<file path="src/hdl/gbn_pkg.sv">
// Package for the go-back-N sender window: sizes, codes and transfer types.
// Used by gbn_slots and go_back_n_sender_window_top.
package gbn_pkg;

  localparam int unsigned WINDOW      = 32;
  localparam int unsigned MAX_RESULTS = 32;
  // a resend run never covers more than this many packets
  localparam int unsigned RUN_CAP     = (MAX_RESULTS < WINDOW) ? MAX_RESULTS : WINDOW;

  localparam int unsigned SLOT_W     = $clog2(WINDOW);
  localparam int unsigned CNT_W      = $clog2(WINDOW + 1);
  localparam int unsigned SEQ_W      = 16;
  localparam int unsigned SIZE_W     = 8;
  localparam int unsigned TICK_W     = 32;
  localparam int unsigned MISS_W     = 4;
  localparam int unsigned CFG_IDX_W  = 1;
  localparam int unsigned CFG_DATA_W = 32;

  localparam logic [TICK_W-1:0] TIMEOUT_RST = 32'd600;
  localparam logic [MISS_W-1:0] MISS_RST    = 4'd3;

  typedef enum logic [1:0] {
    KIND_DATA = 2'd0,
    KIND_ACK  = 2'd1,
    KIND_TICK = 2'd2
  } in_kind_e;

  typedef enum logic [1:0] {
    OK_NEW     = 2'd0,
    OK_RETX    = 2'd1,
    OK_REFUSED = 2'd2,
    OK_STATUS  = 2'd3
  } out_kind_e;

  typedef enum logic [CFG_IDX_W-1:0] {
    REG_TIMEOUT    = 1'b0,
    REG_MISS_LIMIT = 1'b1
  } cfg_reg_e;

  typedef struct packed {
    logic [1:0]        kind;
    logic [SIZE_W-1:0] data_size;
    logic [SEQ_W-1:0]  ack_seq;
  } gbn_in_t;

  typedef struct packed {
    out_kind_e         out_kind;
    logic [SEQ_W-1:0]  seq_num;
    logic [SIZE_W-1:0] pkt_size;
    logic              done_res;
    logic              last;
  } gbn_out_t;

  // access request to the slot store, offsets relative to the slot of the window base
  typedef struct packed {
    logic              we;
    logic [SLOT_W-1:0] wr_ofs;
    logic [SIZE_W-1:0] wr_size;
    logic              re;
    logic [SLOT_W-1:0] rd_ofs;
  } gbn_slot_req_t;

endpackage

</file>
<file path="src/hdl/gbn_slots.sv">
// Slot size store: one synchronous memory with one write and one registered read.
// Turns offsets from the head slot into addresses. Depends on gbn_pkg.
module gbn_slots (
  input  logic                          clk_i,
  input  logic [gbn_pkg::SLOT_W-1:0]    head_i,
  input  gbn_pkg::gbn_slot_req_t        req_i,
  output logic [gbn_pkg::SIZE_W-1:0]    rd_size_o
);
  import gbn_pkg::*;

  localparam logic [SLOT_W:0] WIN_S = (SLOT_W + 1)'(WINDOW);

  logic [SIZE_W-1:0] mem [WINDOW];
  logic [SIZE_W-1:0] rd_size_q;
  logic [SLOT_W:0]   wr_sum, rd_sum;
  logic [SLOT_W-1:0] wr_addr, rd_addr;

  // head + offset modulo the window; both terms are below the window
  always_comb begin
    wr_sum  = {1'b0, head_i} + {1'b0, req_i.wr_ofs};
    rd_sum  = {1'b0, head_i} + {1'b0, req_i.rd_ofs};
    wr_addr = (wr_sum >= WIN_S) ? SLOT_W'(wr_sum - WIN_S) : wr_sum[SLOT_W-1:0];
    rd_addr = (rd_sum >= WIN_S) ? SLOT_W'(rd_sum - WIN_S) : rd_sum[SLOT_W-1:0];
  end

  always_ff @(posedge clk_i) begin
    if (req_i.we) begin
      mem[wr_addr] <= req_i.wr_size;
    end
  end

  always_ff @(posedge clk_i) begin
    if (req_i.re) begin
      rd_size_q <= mem[rd_addr];
    end
  end

  assign rd_size_o = rd_size_q;

endmodule

</file>
<file path="src/hdl/go_back_n_sender_window_top.sv">
// Go-back-N sender window top level: window state, resend sequencer, output register.
// Depends on gbn_pkg and gbn_slots.
//
//  channel | signals                                 | transfer when
//  --------+-----------------------------------------+-------------------------
//  input   | in_valid_i, in_ready_o, in_data_i       | in_valid_i & in_ready_o
//  output  | out_valid_o, out_ready_i, out_data_o    | out_valid_o & out_ready_i
//  config  | cfg_we_i, cfg_idx_i, cfg_wdata_i        | cfg_we_i
//
// Sends, acks and ticks give their single result the next cycle unless an ack or tick
// starts a resend run, which reads the slot store once per packet and holds off input
// until its last packet is loaded; a pending stage covers the registered memory read.
// Output stalls stall the run; in idle, input is taken whenever the output can drain.
// Reset clears the window, timer, miss count and flags; the slot store is not cleared.
module go_back_n_sender_window_top (
  input  logic                            clk_i,
  input  logic                            rst_ni,
  input  logic                            in_valid_i,
  output logic                            in_ready_o,
  input  gbn_pkg::gbn_in_t                in_data_i,
  output logic                            out_valid_o,
  input  logic                            out_ready_i,
  output gbn_pkg::gbn_out_t               out_data_o,
  input  logic                            cfg_we_i,
  input  logic [gbn_pkg::CFG_IDX_W-1:0]   cfg_idx_i,
  input  logic [gbn_pkg::CFG_DATA_W-1:0]  cfg_wdata_i
);
  import gbn_pkg::*;

  typedef enum logic [1:0] {
    ST_IDLE = 2'b01,
    ST_RUN  = 2'b10
  } state_e;

  localparam logic [CNT_W-1:0]  WIN_C  = CNT_W'(WINDOW);
  localparam logic [CNT_W-1:0]  CAP_C  = CNT_W'(RUN_CAP);
  localparam logic [SLOT_W-1:0] HEAD_MAX = SLOT_W'(WINDOW - 1);

  state_e            state_q, state_d;
  logic [TICK_W-1:0] timeout_q;
  logic [MISS_W-1:0] miss_limit_q;
  logic [SEQ_W-1:0]  base_q, base_d, next_q, next_d;
  logic [SLOT_W-1:0] head_q, head_d;
  logic [TICK_W-1:0] tick_q, tick_d;
  logic [MISS_W-1:0] miss_q, miss_d;
  logic              end_q, end_d, fin_q, fin_d;
  logic [CNT_W-1:0]  run_len_q, run_len_d, run_idx_q, run_idx_d;
  logic              pend_q, pend_d, pend_last_q, pend_last_d;
  logic [SEQ_W-1:0]  pend_seq_q, pend_seq_d;
  logic              out_valid_q, out_valid_d;
  gbn_out_t          out_q, out_d;

  logic              in_fire, out_free, can_load, issue;
  logic [SEQ_W-1:0]  diff;
  logic [CNT_W-1:0]  n_out;
  logic [MISS_W-1:0] miss_new;
  logic [TICK_W-1:0] tick_new;
  logic              resend, status;
  gbn_slot_req_t     slot_req;
  logic [SIZE_W-1:0] rd_size;

  gbn_slots u_slots (
    .clk_i     (clk_i),
    .head_i    (head_q),
    .req_i     (slot_req),
    .rd_size_o (rd_size)
  );

  assign out_free   = !out_valid_q || out_ready_i;
  assign in_ready_o = (state_q == ST_IDLE) && out_free;
  assign in_fire    = in_valid_i && in_ready_o;
  assign diff       = next_q - base_q;
  assign n_out      = diff[CNT_W-1:0];

  // resend run: a read is in flight (pend) while the next is issued behind it
  assign can_load = (state_q == ST_RUN) && pend_q && out_free;
  assign issue    = (state_q == ST_RUN) && (run_idx_q != run_len_q) && (!pend_q || can_load);

  always_comb begin
    state_d     = state_q;
    base_d      = base_q;
    next_d      = next_q;
    head_d      = head_q;
    tick_d      = tick_q;
    miss_d      = miss_q;
    end_d       = end_q;
    fin_d       = fin_q;
    run_len_d   = run_len_q;
    run_idx_d   = run_idx_q;
    pend_d      = pend_q;
    pend_last_d = pend_last_q;
    pend_seq_d  = pend_seq_q;
    out_d       = out_q;
    out_valid_d = out_valid_q && !out_ready_i;
    resend      = 1'b0;
    status      = 1'b1;
    miss_new    = (miss_q == '1) ? miss_q : miss_q + 1'b1;
    tick_new    = (tick_q == '1) ? tick_q : tick_q + 1'b1;
    slot_req    = '0;
    slot_req.wr_ofs  = n_out[SLOT_W-1:0];
    slot_req.wr_size = in_data_i.data_size;
    slot_req.rd_ofs  = run_idx_q[SLOT_W-1:0];

    if (in_fire) begin
      case (in_data_i.kind)
        KIND_DATA: begin
          status          = 1'b0;
          out_d.out_kind  = OK_REFUSED;
          out_d.seq_num   = next_q;
          out_d.pkt_size  = in_data_i.data_size;
          if (!end_q && (n_out < WIN_C)) begin
            if (n_out == '0) begin
              tick_d = '0;
            end
            slot_req.we    = 1'b1;
            out_d.out_kind = OK_NEW;
            next_d         = next_q + 1'b1;
            if (in_data_i.data_size == '0) begin
              end_d = 1'b1;
            end
          end
        end
        KIND_ACK: begin
          if (n_out != '0) begin
            if (in_data_i.ack_seq == base_q) begin
              base_d = base_q + 1'b1;
              head_d = (head_q == HEAD_MAX) ? '0 : head_q + 1'b1;
              tick_d = '0;
              if ((base_d == next_q) && end_q) begin
                fin_d = 1'b1;
              end
            end else begin
              miss_d = miss_new;
              resend = (tick_q >= timeout_q) || (miss_new >= miss_limit_q);
            end
          end
        end
        KIND_TICK: begin
          tick_d = tick_new;
          resend = (tick_new >= timeout_q) || (miss_q >= miss_limit_q);
        end
        default: ;
      endcase

      if (resend) begin
        miss_d = '0;
        tick_d = '0;
        if (n_out != '0) begin
          status    = 1'b0;
          state_d   = ST_RUN;
          run_len_d = (n_out > CAP_C) ? CAP_C : n_out;
          run_idx_d = '0;
          pend_d    = 1'b0;
        end
      end

      if (status) begin
        out_d.out_kind = OK_STATUS;
        out_d.seq_num  = base_d;
        out_d.pkt_size = '0;
      end
      out_d.done_res = fin_d;
      out_d.last     = 1'b1;
      if (state_d == ST_IDLE) begin
        out_valid_d = 1'b1;
      end
    end

    if (issue) begin
      slot_req.re = 1'b1;
      run_idx_d   = run_idx_q + 1'b1;
      pend_seq_d  = base_q + SEQ_W'(run_idx_q);
      pend_last_d = (run_idx_q == run_len_q - 1'b1);
    end
    if (issue) begin
      pend_d = 1'b1;
    end else if (can_load) begin
      pend_d = 1'b0;
    end

    if (can_load) begin
      out_valid_d    = 1'b1;
      out_d.out_kind = OK_RETX;
      out_d.seq_num  = pend_seq_q;
      out_d.pkt_size = rd_size;
      out_d.done_res = fin_q;
      out_d.last     = pend_last_q;
      if (pend_last_q) begin
        state_d = ST_IDLE;
      end
    end
  end

  always_ff @(posedge clk_i or negedge rst_ni) begin
    if (!rst_ni) begin
      state_q      <= ST_IDLE;
      timeout_q    <= TIMEOUT_RST;
      miss_limit_q <= MISS_RST;
      base_q       <= '0;
      next_q       <= '0;
      head_q       <= '0;
      tick_q       <= '0;
      miss_q       <= '0;
      end_q        <= 1'b0;
      fin_q        <= 1'b0;
      run_len_q    <= '0;
      run_idx_q    <= '0;
      pend_q       <= 1'b0;
      out_valid_q  <= 1'b0;
    end else begin
      state_q     <= state_d;
      base_q      <= base_d;
      next_q      <= next_d;
      head_q      <= head_d;
      tick_q      <= tick_d;
      miss_q      <= miss_d;
      end_q       <= end_d;
      fin_q       <= fin_d;
      run_len_q   <= run_len_d;
      run_idx_q   <= run_idx_d;
      pend_q      <= pend_d;
      out_valid_q <= out_valid_d;
      if (cfg_we_i) begin
        case (cfg_idx_i)
          REG_TIMEOUT:    timeout_q    <= cfg_wdata_i[TICK_W-1:0];
          REG_MISS_LIMIT: miss_limit_q <= cfg_wdata_i[MISS_W-1:0];
          default: ;
        endcase
      end
    end
  end

  always_ff @(posedge clk_i) begin
    pend_seq_q  <= pend_seq_d;
    pend_last_q <= pend_last_d;
    out_q       <= out_d;
  end

  assign out_valid_o = out_valid_q;
  assign out_data_o  = out_q;

`ifndef ASSERT_OFF
  a_window_bound: assert property (@(posedge clk_i) disable iff (!rst_ni)
    n_out <= WIN_C)
    else $error("outstanding count beyond window");

  a_issue_bound: assert property (@(posedge clk_i) disable iff (!rst_ni)
    issue |-> (run_idx_q < run_len_q) && (run_len_q <= CAP_C))
    else $error("slot read beyond run length");

  a_run_exit: assert property (@(posedge clk_i) disable iff (!rst_ni)
    (can_load && pend_last_q) |=> (state_q == ST_IDLE) && out_valid_q && out_q.last)
    else $error("run did not end on its last transfer");

  a_finished: assert property (@(posedge clk_i) disable iff (!rst_ni)
    fin_q |-> end_q && (base_q == next_q))
    else $error("finished with packets outstanding");
`endif

endmodule
</file>
<file path="config.mk">
export PLATFORM = sky130hd
export DESIGN_NAME = go_back_n_sender_window_top
export DESIGN_NICKNAME = d
export VERILOG_FILES = /design/src/hdl/gbn_pkg.sv /design/src/hdl/gbn_slots.sv /design/src/hdl/go_back_n_sender_window_top.sv
export SDC_FILE = /design/constraint.sdc
export NUM_CORES = 1
export LEC_CHECK = 0
export BUFFER_PORTS_ARGS = -buffer_cell sky130_fd_sc_hd__buf_2
export CORE_MARGIN = 2
export CORE_UTILIZATION = 55
export DETAILED_ROUTE_END_ITERATION = 6
export PLACE_DENSITY = 0.72
export SLEW_MARGIN = 40
export SYNTH_ARGS = -nofsm -noshare
export SYNTH_HDL_FRONTEND = slang
export SYNTH_SLANG_ARGS = --single-unit
</file>
<file path="constraint.sdc">
create_clock -name clk_i -period 5.55 [get_ports clk_i]
set_input_delay 0.8325 -clock clk_i [delete_from_list [all_inputs] [get_ports clk_i]]
set_output_delay 0.8325 -clock clk_i [all_outputs]
set_load 0.01 [all_outputs]
</file>
* After elaboration in Yosys (flattened, before gate mapping)
Memories as Yosys holds them, arrays and structs flattened. A register that Yosys moved wholly into a read port is not among the register bits.
Index checks and enable logic that the tools add are counted.
** Cells by class
- Eq/ne operators :: 17
- Multiplexer cells :: 60
- Reduce and logical (&&, ||, !) cells :: 45
- Add/subtract/negate cells :: 13
- Bitwise operators :: 1
- Order comparisons :: 8
** Operator list (number)
- 2-to-1 mux 32 bit :: 6
- 2-to-1 mux 26 bit :: 4
- one-hot mux 32 bit (3 select lines) :: 1
- greater-or-equal comparator 32 bit :: 2
- 2-to-1 mux 16 bit :: 3
- adder 16 x 1 -> 16 bit (second input constant) :: 2
- adder 32 x 1 -> 32 bit (second input constant) :: 1
- == test 16 bit :: 2
- == test 32 bit (second input constant) :: 1
- 2-to-1 mux 6 bit :: 5
- 2-to-1 mux 1 bit :: 25
- 2-to-1 mux 4 bit :: 5
- adder 16 x 6 -> 16 bit :: 1
- 2-to-1 mux 5 bit :: 3
- 2-to-1 mux 2 bit :: 7
- nonzero test 2 bit :: 7
- adder 5 x 5 -> 6 bit :: 2
- greater-or-equal comparator 6 bit (second input constant) :: 2
- inequality test 3 bit (second input constant) :: 4
- AND reduction 3 bit :: 4
- AND reduction 4 bit :: 3
- nonzero test 3 bit :: 4
- subtractor 5 x 1 -> 5 bit (second input constant) :: 2
- logical AND 1 bit :: 9
- other kinds (26) :: 39
** Word-level totals
- Memories kept :: 1
- Output and inout port bits :: 30
- Flip-flop bits (word level) :: 172
- Bits in writable memories :: 256
- Word-level logic and storage cells :: 166
** Memories
- u_slots.mem :: words 32, bits a word 8, read ports 1, clocked after memory_dff 1, write ports 1, line gbn_slots.sv:13 : logic [SIZE_W-1:0] mem [WINDOW];

* Depth between registers and ports, before layout
- Word-level depth :: 14
- Gate-level depth with buffers :: 20

* Cells and area by module
From an unflattened synthesis, not the netlist that was laid out.
** Unflattened totals
- Cells, all modules :: 1887
- Area total of the unflattened synthesis :: 22242.6 sq um
** Modules (own cells, without submodules)
- go_back_n_sender_window_top :: instances 1, area each 11200.7 sq um, cells an instance 1179
- gbn_slots :: instances 1, area each 11041.8 sq um, cells an instance 708

* Worst setup path after synthesis
OpenSTA, ideal clock, no wires.
- Kind :: register -> register
- From :: reg tick_q[12]
- To :: reg out_q, in the netlist out_data_o[10] (enable)
- Cell stages (with the launch flop) :: 19
- Setup time :: 0.381 ns
- Arrival :: 4.090 ns
- Data required time :: 5.169 ns
- Path slack :: 1.079 ns
- Path through :: dfrtp_1 -> buf_2 -> and4_1 -> nand4_1 -> nor4_1 -> and4_1 -> nor3_1 -> nand4_1 -> and2_1 -> or2_2 -> ha_1 -> nand4_1 -> nor4_1 -> a311oi_1 -> o21ai_0 -> a21o_1 -> o21a_1 -> a21o_1 -> nand2_1
** Between the ends
- Longest elaborated chain between the ends :: 10
** Ends and longest elaborated chain
- start, declared :: line go_back_n_sender_window_top.sv:44 : logic [TICK_W-1:0] tick_q, tick_d;
- start signal, assigned :: line go_back_n_sender_window_top.sv:215 : tick_q <= tick_d;
- adder 32 x 1 -> 32 bit, or another cell as far along :: line go_back_n_sender_window_top.sv:98 : tick_new = (tick_q == '1) ? tick_q : tick_q + 1'b1;
- 2-to-1 mux 32 bit / logical OR 1 bit (equally long branches) :: line go_back_n_sender_window_top.sv:98, go_back_n_sender_window_top.sv:134
- greater-or-equal comparator 32 bit / 2-to-1 mux 1 bit (equally long branches) :: line go_back_n_sender_window_top.sv:140, go_back_n_sender_window_top.sv:125
- logical OR 1 bit / 2-to-1 mux 1 bit (equally long branches) :: line go_back_n_sender_window_top.sv:140, go_back_n_sender_window_top.sv:124
- one-hot mux 1 bit (2 select lines) (*) :: line go_back_n_sender_window_top.sv:105 : case (in_data_i.kind)
- 2-to-1 mux 1 bit (*) :: line go_back_n_sender_window_top.sv:104 : if (in_fire) begin
- 2-to-1 mux 1 bit (*) :: line go_back_n_sender_window_top.sv:145 : if (resend) begin
- 2-to-1 mux 1 bit (*) :: line go_back_n_sender_window_top.sv:104
- nonzero test 3 bit (no source line) (*)
- AND reduction 2 bit (no source line) (*)
- end signal, assigned :: line go_back_n_sender_window_top.sv:236 : out_q <= out_d;
- end, declared :: line go_back_n_sender_window_top.sv:51 : gbn_out_t out_q, out_d;
Every way passes the cells marked *; elsewhere a longest branch is shown, timed or not. The select of a mux whose other input is x is not followed.
A chain may end at the register's enable or synchronous reset.

* Worst setup path in the final report
- From :: reg tick_q[5]
- To :: reg out_q, in the netlist out_data_o[23] (enable)
Same word-level chain as after synthesis.

==> flow_summary.json <==
{
  "critical_path.max_fanout": 16,
  "p_int_mw": 5.423,
  "synth_cell_types": 78,
  "ir_drop_mv": 0.2698,
  "ctsResizeCount": 0,
  "power_density_nw_per_um2": 286.5,
  "clkTransAtPathRegs_ns": 0.06,
  "yosysSeqAreaShare_pct": 57.13,
  "path_delay_family": "simple AND/OR/NAND/NOR gates",
  "avgViaCountPerCell": 5.950,
  "yosys.area.top_type": "edfxtp_1",
  "overflow": 0,
  "violations": "design-rule violations",
  "hp-class": "primary input to async pin",
  "cp_cell_sequence": "and4_1, nand4_1, nor4_1, nand4_1, nand3b_1, nor2_1, xnor2_1, ha_1, nand4_1, or3_1, nor4_1, a21o_1, o21a_1, a21o_1, nand2_1, buf_4",
  "fin_crit_ns": 5.076,
  "route.vias.total": 13690,
  "cts_root_buffer": "clkbuf_16",
  "slew_viol_final": 0,
  "crit_path_end_kind": "flip-flop",
  "outcome": "finished with violations",
  "dieArea_sq_um": 41220,
  "p_clk_share_pct": 44.7,
  "ys.flop_type": "edfxtp_1",
  "place_congestion": 0.8966,
  "total_power_mw": 6.971,
  "clockBufferDepth": 3,
  "synth_nets": 1827,
  "drtPass1Iterations": 7,
  "tns_ns": 0,
  "drt-total-wl_mm": 49.29,
  "p_sw_mw": 1.547,
  "cts_max_level": 2,
  "p_leak_nw": 9.119,
  "cts_hold_buffers": 0,
  "swShare_pct": 22.20,
  "dieWidth_um": 203.0,
  "synth.most_common_cell": "edfxtp_1",
  "fmax_mhz": 197.0,
  "cts_buffers": 47,
  "syn_to_final_growth_pct": 11.69,
  "multi_input_area_sq_um": 8758,
  "grt_max_degree": 83,
  "rsz0062_at_grt": "false",
  "syn_inst": 1656,
  "finalSetupViolCount": 0,
  "insertion_delay_ns": 0.60,
  "postRouteAntennaNets": 0,
  "cts.sinks": 436,
  "grt_pass1_wl_mm": 78.29,
  "reg2reg_depth": 16,
  "cp.buffers_inverters": 1,
  "synthArstFlopShare_pct": 29.13,
  "drt_iter0_drc": 1229,
  "wl_per_cell_um": 21.42,
  "num-fill-cells": 2905,
  "coreArea_sq_um": 38920,
  "synth_edf_count": 307,
  "rows": 72,
  "cpPeakStageDelay_ns": 0.47,
  "synthTopCellsByArea": "edfxtp_1 (42%), dfrtp_1 (14%), mux4_2 (8.3%)",
  "yosysTopAreaCellShare_pct": 42.32,
  "reg2reg_from": "tick_q[5]",
  "crit_type": "flip-flop to flip-flop",
  "cp_common_cell": "nand4_1",
  "fin_nets": 1915,
  "grt_pass1_vias": 13817,
  "relSlewSlack_pct": 41.50,
  "finalHoldViolations": 0,
  "dieHeight_um": 203.0,
  "tightest_slew_ns": 0.8712,
  "cts_tree": "done",
  "crit_cells": 16,
  "post_cts_buffers": 0,
  "port_buffers": 93,
  "io_pins": 94,
  "crit_required_ns": 5.88,
  "arrival_ns": 5.41,
  "synth.top_cells.by_count": "edfxtp_1 (307), nand2_1 (176), dfrtp_1 (120)",
  "ys_ff_latch": 436,
  "synth_area_sq_um": 21780,
  "hpwl_mm": 32.62,
  "n_antenna_cell": 0,
  "drive_gt1_share_pct": 18.12,
  "critPathLaunch": "tick_q[5]",
  "drc_errors": 2,
  "initial_core_util_pct": 55.98,
  "critPathSlowestCell": "dfrtp_1",
  "antenna_found_initial": 0,
  "ys_warn_count": 0,
  "gr-usage-all-layers_pct": 24.58,
  "final-seq-area_sq_um": 12450,
  "period_share_pct": 91.46,
  "p_seq_share_pct": 50.7,
  "drv_cap": 0,
  "final.setup_skew_ns": 0.02227,
  "combPwrFrac_pct": 4.6,
  "syn_area_per_cell_sq_um": 13.15,
  "cp-start-kind": "flip-flop"
}
## cell families after synthesis
kind of cell | count (synthesis) | share of synthesized area (%)
flops | 436 | 57.13
fa+ha+maj | 107 | 6.283
simple gates | 453 | 10.06
buf+inv | 150 | 2.952
xor+xnor | 152 | 6.146
compound gates | 238 | 7.214
mux | 120 | 10.22
## cells in the final DEF, fill, tap and decap left out, types with 37 or more instances in the layout
cell,instances
o21ai_0,82
nand4_1,37
dfrtp_1,120
edfxtp_1,307
nor2_1,84
xor2_1,53
nand2_1,176
buf_2,92
xnor2_1,97
mux4_2,80
clkbuf_16,48
a21oi_1,45
ha_1,102
inv_1,79
nand3_1,39
## metrics by stage
| step | instances | cell area, sq um | utilization, % | setup slack, ns | hold slack, ns |
|---|---|---|---|---|---|
| 2_1_floorplan | 1656 | 21780 | - | 1.079 | 0.4372 |
| 3_3_place_gp | 2213 | 22760 | 58.48 | 0.7358 | 0.4527 |
| 3_5_place_dp | 2213 | 22770 | 58.50 | 0.5213 | 0.4558 |
| 4_1_cts | 2301 | 24310 | 62.46 | 0.4679 | 0.3072 |
| 5_1_grt | 2301 | 24330 | 62.52 | 0.1621 | 0.3204 |
| 6_report | 2301 | 24330 | 62.52 | 0.4740 | 0.2371 |
## sequential cells by signal, indices dropped and copies added, names as in the netlist, 2 cells and up
name / flops
state_q: 2
u_slots.mem: 256
pend_seq_q: 16
run_len_q: 6
timeout_q: 32
base_q: 16
tick_q: 32
head_q: 5
miss_limit_q: 4
u_slots.rd_size_o: 8
out_data_o: 28
miss_q: 4
run_idx_q: 6
next_q: 16
## layer usage
metal / vias up / GRT usage, % / share of wire, %
li1: 6347 / - / -
met1: 6797 / 34.93 / 44
met2: 464 / 39.20 / 47
met3: 82 / 3.900 / 6.3
met4: 0 / 7.821 / 2.2
met5: - / 0 / 0
## layout make-up
type	instances	area share (%)
repair buffers	110	2.628
multi-input cells	1070	36.00
well taps	518	2.664
inverters	79	1.219
clock inverters	27	1.080
flip-flops and latches	436	51.15
clock buffers	61	5.261
## final timing paths
path | slack (ns) | end
min | 0.24 | timeout_q[16]
max in group asynchronous | 4.08 | base_q[13]
min in group clk_i | 0.43 | timeout_q[16]
max reg2reg | 0.47 | out_data_o[23]
max | 0.47 | out_data_o[23]
min reg2reg | 0.47 | fin_q
## power groups by stage
stage | combinational [mW] | clock [mW] | sequential, mW
2_1_floorplan | 0.181 | 0 | 3.60
3_3_place_gp | 0.307 | 0 | 3.60
3_5_place_dp | 0.317 | 0 | 3.60
4_1_cts | 0.319 | 3.17 | 3.54
5_1_grt | 0.362 | 3.30 | 3.54
6_report | 0.318 | 3.12 | 3.54
No activity file was read; power rests on OpenSTA's default activity.
